**src/rtl/sen_pkg.sv**
```systemverilog
// Shared types, widths and constants of the equivalent stress block.
package sen_pkg;

  localparam int CW = 32;
  localparam int OW = 32;
  localparam int PW = CW + 5;
  localparam int PP = 2 * PW;
  localparam int RB = CW + 5;
  localparam int FW = 3 * RB + 3;
  localparam int DW = CW + 1;
  localparam int SQ = 2 * DW;
  localparam int QW = 2 * OW;
  localparam int VW = (2 * CW + 6 > QW + 2) ? 2 * CW + 6 : QW + 2;
  localparam int SRW = (2 * RB > QW) ? 2 * RB : QW;
  localparam int FRONT_STAGES = 5;
  localparam int DIV_S = RB + 1;
  localparam logic [63:0] DIV_M64 = ((64'd1 << DIV_S) / 64'd3) + 64'd1;
  localparam logic [DIV_S-2:0] DIV_M = DIV_M64[DIV_S-2:0];

  typedef enum logic {
    CRIT_VON_MISES = 1'b0,
    CRIT_TRESCA    = 1'b1
  } crit_t;

  typedef struct packed {
    logic signed [CW-1:0] stress_xx;
    logic signed [CW-1:0] stress_yy;
    logic signed [CW-1:0] stress_zz;
    logic signed [CW-1:0] shear_xy;
    logic signed [CW-1:0] shear_yz;
    logic signed [CW-1:0] shear_xz;
  } tensor_t;

  typedef struct packed {
    logic [OW-1:0] equivalent_stress;
    logic          saturated;
  } result_t;

  typedef struct packed {
    logic signed [FW-1:0] p_coef;
    logic signed [FW-1:0] d_coef;
    logic signed [FW-1:0] nd_coef;
    logic [QW-1:0]        vm_q;
    logic                 vm_sat;
  } front_t;

  typedef struct packed {
    logic [RB-1:0]        x;
    logic signed [FW-1:0] x2;
    logic signed [FW-1:0] x3;
    logic signed [FW-1:0] px;
    logic signed [FW-1:0] p_coef;
    logic signed [FW-1:0] d_coef;
  } cubic_t;

  typedef struct packed {
    logic [RB-1:0]  r;
    logic [SRW-1:0] r2;
    logic [QW-1:0]  q;
    logic           sat;
  } sqrt_t;

endpackage

```
**src/rtl/sen_cubic_cell.sv**
```systemverilog
// One bisection cell that decides one bit of the largest root of the cubic.
module sen_cubic_cell import sen_pkg::*; #(
  parameter int BIT = 0
) (
  input  logic   clk,
  input  logic   en,
  input  cubic_t cin,
  output cubic_t cout
);

  localparam logic signed [FW-1:0] ONE = FW'(1);

  logic [RB-1:0]        tx;
  logic signed [FW-1:0] xe, x2s, t2, t3, pt, slope, fv;
  logic                 above;
  cubic_t               cnext;

  always_comb begin
    tx = cin.x | (RB'(1) << BIT);
    xe = $signed(FW'(cin.x));
    x2s = cin.x2 <<< BIT;
    t2 = cin.x2 + (xe <<< (BIT + 1)) + (ONE <<< (2 * BIT));
    t3 = cin.x3 + (x2s <<< 1) + x2s + (xe <<< (2 * BIT + 1)) + (xe <<< (2 * BIT))
         + (ONE <<< (3 * BIT));
    pt = cin.px + (cin.p_coef <<< BIT);
    slope = (t2 <<< 1) + t2 - cin.p_coef;
    fv = t3 - pt - cin.d_coef;
    above = !slope[FW-1] && (|slope) && !fv[FW-1] && (|fv);
    cnext = cin;
    if (!above) begin
      cnext.x = tx;
      cnext.x2 = t2;
      cnext.x3 = t3;
      cnext.px = pt;
    end
  end

  always_ff @(posedge clk) begin
    if (en) begin
      cout <= cnext;
    end
  end

endmodule

```
**config.mk**
```make
export PLATFORM = sky130hd
export DESIGN_NAME = sen_cubic_cell
export DESIGN_NICKNAME = d
export VERILOG_FILES = /design/src/rtl/sen_pkg.sv /design/src/rtl/sen_cubic_cell.sv
export SDC_FILE = /design/constraint.sdc
export NUM_CORES = 2
export LEC_CHECK = 0
export BUFFER_PORTS_ARGS = -buffer_cell sky130_fd_sc_hd__buf_2
export CAP_MARGIN = 0
export CELL_PAD_IN_SITES_DETAIL_PLACEMENT = 1
export CELL_PAD_IN_SITES_GLOBAL_PLACEMENT = 1
export CORE_AREA = 2 2 470 472
export CTS_BUF_LIST = sky130_fd_sc_hd__clkbuf_4 sky130_fd_sc_hd__clkbuf_8 sky130_fd_sc_hd__clkbuf_16
export DETAILED_ROUTE_END_ITERATION = 10
export DIE_AREA = 0 0 472 474
export PLACE_DENSITY_LB_ADDON = 0.25
export SETUP_SLACK_MARGIN = 0.1
export SYNTH_ARGS = -nofsm -noshare
export SYNTH_HDL_FRONTEND = slang
export SYNTH_SLANG_ARGS = --single-unit
```
**constraint.sdc**
```tcl
create_clock -name clk -period 9.64 [get_ports clk]
set_input_delay 0.482 -clock clk [delete_from_list [all_inputs] [get_ports clk]]
set_output_delay 0.482 -clock clk [all_outputs]
set_load 0.02 [all_outputs]
```
==> qor.csv <==
stage;metric;value;unit
sta;Tcrit/Tclk final;115;%
synthesis;predominant post-synthesis flop cell;edfxtp_1;
synthesis;Seq/Total Area, Yosys;26.5;%
layout;share of cells above drive strength 1;39.5;%
sta;WHS;0.0467;ns
detailed_routing;final WL;406000;um
synthesis;Synth Register Bits;607;
layout;max reg flops;607;
worst_setup_path;worst path required time;10.14;ns
worst_setup_path;element type at the critical path start;input port;
sta;final setup fails;343;
layout;area grow syn2layout;54.0;%
pwr;Comb pwr share;84.9;%
floorplanning;Initial Util;31.5;%
grt;Total GRT Usage;34.9;%
hold_path;Hold Crit Start;cin[124];
run;max_cap viols;0;
pwr;Clock power frac;6.2;%
floorplanning;I/O pin count;1216;
clock_network;clock tree buffer depth;3;
synthesis;post-synthesis async set-or-reset flop share;0;%
hold_path;hold-critical path depth;2;
synthesis;top-area cell type share of the netlist area;26.5;%
placed_design;Placed Instances;14100;
placed_design;Placed Area;98500;um^2
pwr;Pleak;52.0;nW
synthesis;synth warn;0;
hold_path;Min-Delay Endpoint;cout[124];
worst_setup_path;Crit Path Category;in2reg;
hold_path;Worst Hold Class;in2reg;
layout;Final Util;48.5;%
grt;largest net degree at the start of global routing;154;
status;status;finished with violations;
placed_design;post-DP HPWL;349000;um
layout;Top reg by flops;cout;
worst_setup_path;Max stage delay on crit path;0.64;ns
sta;worst setup margin;-1.43;ns
sta;Slew headroom;15.6;%
grt;first-pass GRT wire length;571000;um
pwr;maximum VDD drop;0.000373;V
detailed_routing;Pre-Repair DR Iteration Count;6;
detailed_routing;DRC Markers;0;
pwr;pwr dens;483;nW/um^2
clock_network;CTS tree;yes;
sta;Slew @ Worst Pin;1.25;ns
placed_design;routability cong.;1.00;
synthesis;Mapped Area;68800;um^2
worst_setup_path;Worst Setup End Kind;register;
worst_setup_path;cell repeated most along the worst path;inv_1;
placed_design;Port Buffer Count;1215;
floorplanning;Die Span Y;474;um
worst_setup_path;Arr. time, crit path;11.58;ns
layout;most frequent cells in the layout;buf_4, buf_2, inv_1;
pwr;internal power;0.0257;W
grt;vias in the first global route;81500;
synthesis;top cells by area, synth;edfxtp_1, fa_1, ha_1, inv_1, a21oi_1;
sta;Fmax achieved;90.3;MHz
synthesis;number of synthesized flops with an enable pin;607;
grt;antenna violations before repair;64;
sta;Slew Viols, Final;0;
layout;Post-Layout Inst Area;106000;um^2
synthesis;area leader, netlist;edfxtp_1;
floorplanning;Core Area;219000;um^2
synthesis;Mean Syn Cell Area;9.05;um^2
synthesis;Yosys cell types;94;
layout;Final #Nets;13200;
sta;final hold vios;0;
pwr;Switching Share;49.7;%
pwr;NetSw;0.0254;W
layout;commonest non-fill, non-tap cell in the layout;buf_4;
clock_network;Clock transition at path regs;0.06;ns
layout;Largest regs;cout: 607 flops;
pwr;Reg power frac;8.9;%
detailed_routing;DR vias/cell;5.31;
clock_network;H-tree Lvls;3;
worst_setup_path;Slowest-stage cell, CP;nor4_4;
floorplanning;Die Wd;472;um
layout;fin cells;14500;
status;failing checks;setup timing;
grt;global route overflow;0;
sta;Tmin final;11.07;ns
clock_network;Clock Sinks;607;
detailed_routing;Final ANT Viol Nets;0;
detailed_routing;wire per inst;27.9;um
clock_network;CTS Buf Count;79;
worst_setup_path;CP max FO;6;
floorplanning;die footprint;224000;um^2
clock_network;Root Driver;clkbuf_16;
sta;setup TNS;-447.78;ns
synthesis;syn nets;9266;
detailed_routing;total number of vias;77300;
synthesis;Syn Inst Count;7604;
floorplanning;Rows;172;
layout;filler cell count;25800;
sta;RSZ-0062 raised after global routing;yes;
detailed_routing;Initial DRC Count;5769;
[synth_stat cells, types with 25 or more instances]
cell / number
nor2_1: 360
a31oi_1: 120
mux2_1: 88
nor3_1: 106
a21oi_1: 658
nor2b_1: 57
o22ai_1: 27
and3_1: 75
nand2_1: 579
and2_1: 29
o21bai_1: 103
a211oi_1: 41
mux2i_1: 168
nand3_1: 163
ha_1: 640
edfxtp_1: 607
clkbuf_1: 235
and4_1: 25
xor2_1: 283
fa_1: 413
a311oi_1: 29
nand2b_1: 73
o31ai_1: 40
or3_1: 36
mux2_2: 29
nand4_1: 210
inv_1: 969
nor4_1: 46
buf_2: 35
a21o_1: 229
o21a_1: 74
o21ai_0: 396
xnor2_1: 262
or2_2: 27
o211ai_1: 35
[area by class of cell]
cell class,count,area (um^2),share of cell area (%)
inverter,969,3660,3.45
clock inverter,53,617,0.582
clock buffer,90,2080,1.96
sequential,607,18200,17.2
timing repair buffer,4198,30000,28.3
multi-input combinational,5727,47700,45.0
tap,2871,3590,3.39
antenna,27,67.6,0.0637
[critical path, delay by kind of cell]
family	cells	cell delay (ns)
AOI/OAI and AO/OA	16	3.16
xor gates and xnor gates	1	0.19
adders and majority gates	6	2.55
and+or+nand+nor	13	3.23
buffers and inverters	13	1.58
muxes	1	0.30
[cells by family after synthesis]
family,count (synthesis),share of synthesized area [%]
adder cells (fa/ha/maj),1053,23.6
XOR/XNOR,545,6.93
multiplexers,285,4.36
flip-flops,607,26.5
AND/OR/NAND/NOR,1842,13.1
AO/OA/AOI/OAI,2002,18.3
buffers and inverters,1270,7.18
[worst max-delay path by stage]
stage | start | end | slack, ns | cells after the start
after floorplan | cin[350] | cout[297] | -0.11 | 47
after global placement | cin[458] | cout[259] | -3.11 | 52
after detailed placement | cin[458] | cout[260] | -3.27 | 53
after CTS | cin[457] | cout[333] | -1.57 | 51
after global routing | cin[349] | cout[325] | -1.68 | 50
final | cin[349] | cout[269] | -1.43 | 50
[power groups by stage]
stage               sequential, W  combinational, W  clock (W)
floorplan                 0.00535            0.0168          0
global placement          0.00459            0.0381          0
detailed placement        0.00457            0.0387          0
CTS                       0.00455            0.0415    0.00323
global route              0.00459            0.0459    0.00331
finish                    0.00455            0.0434    0.00320
[repair_timing]
action | CTS | global route
cloned | 8 | 7
pin swaps | 82 | 94
hold endpoints to repair | 141 | 0
endpoints found under the setup margin | 343 | 343
gates resized for setup | 249 | 218
hold buffers | 141 | 0
setup buffers | 58 | 23
[per-layer routing]
metal | track usage (%) | routed length, um
met5 | 0 | 226
met3 | 5.34 | 24300
met1 | 45.3 | 173000
met4 | 12.7 | 17600
met2 | 58.4 | 191000
[stage by stage]
step | power [W] | setup slack, ns
after global placement | 0.0427 | -3.11
after CTS | 0.0493 | -1.57
final | 0.0512 | -1.43
after floorplan | 0.0221 | -0.109
after detailed placement | 0.0432 | -3.27
after global routing | 0.0538 | -1.68
Power figures use the tool's default switching activity.
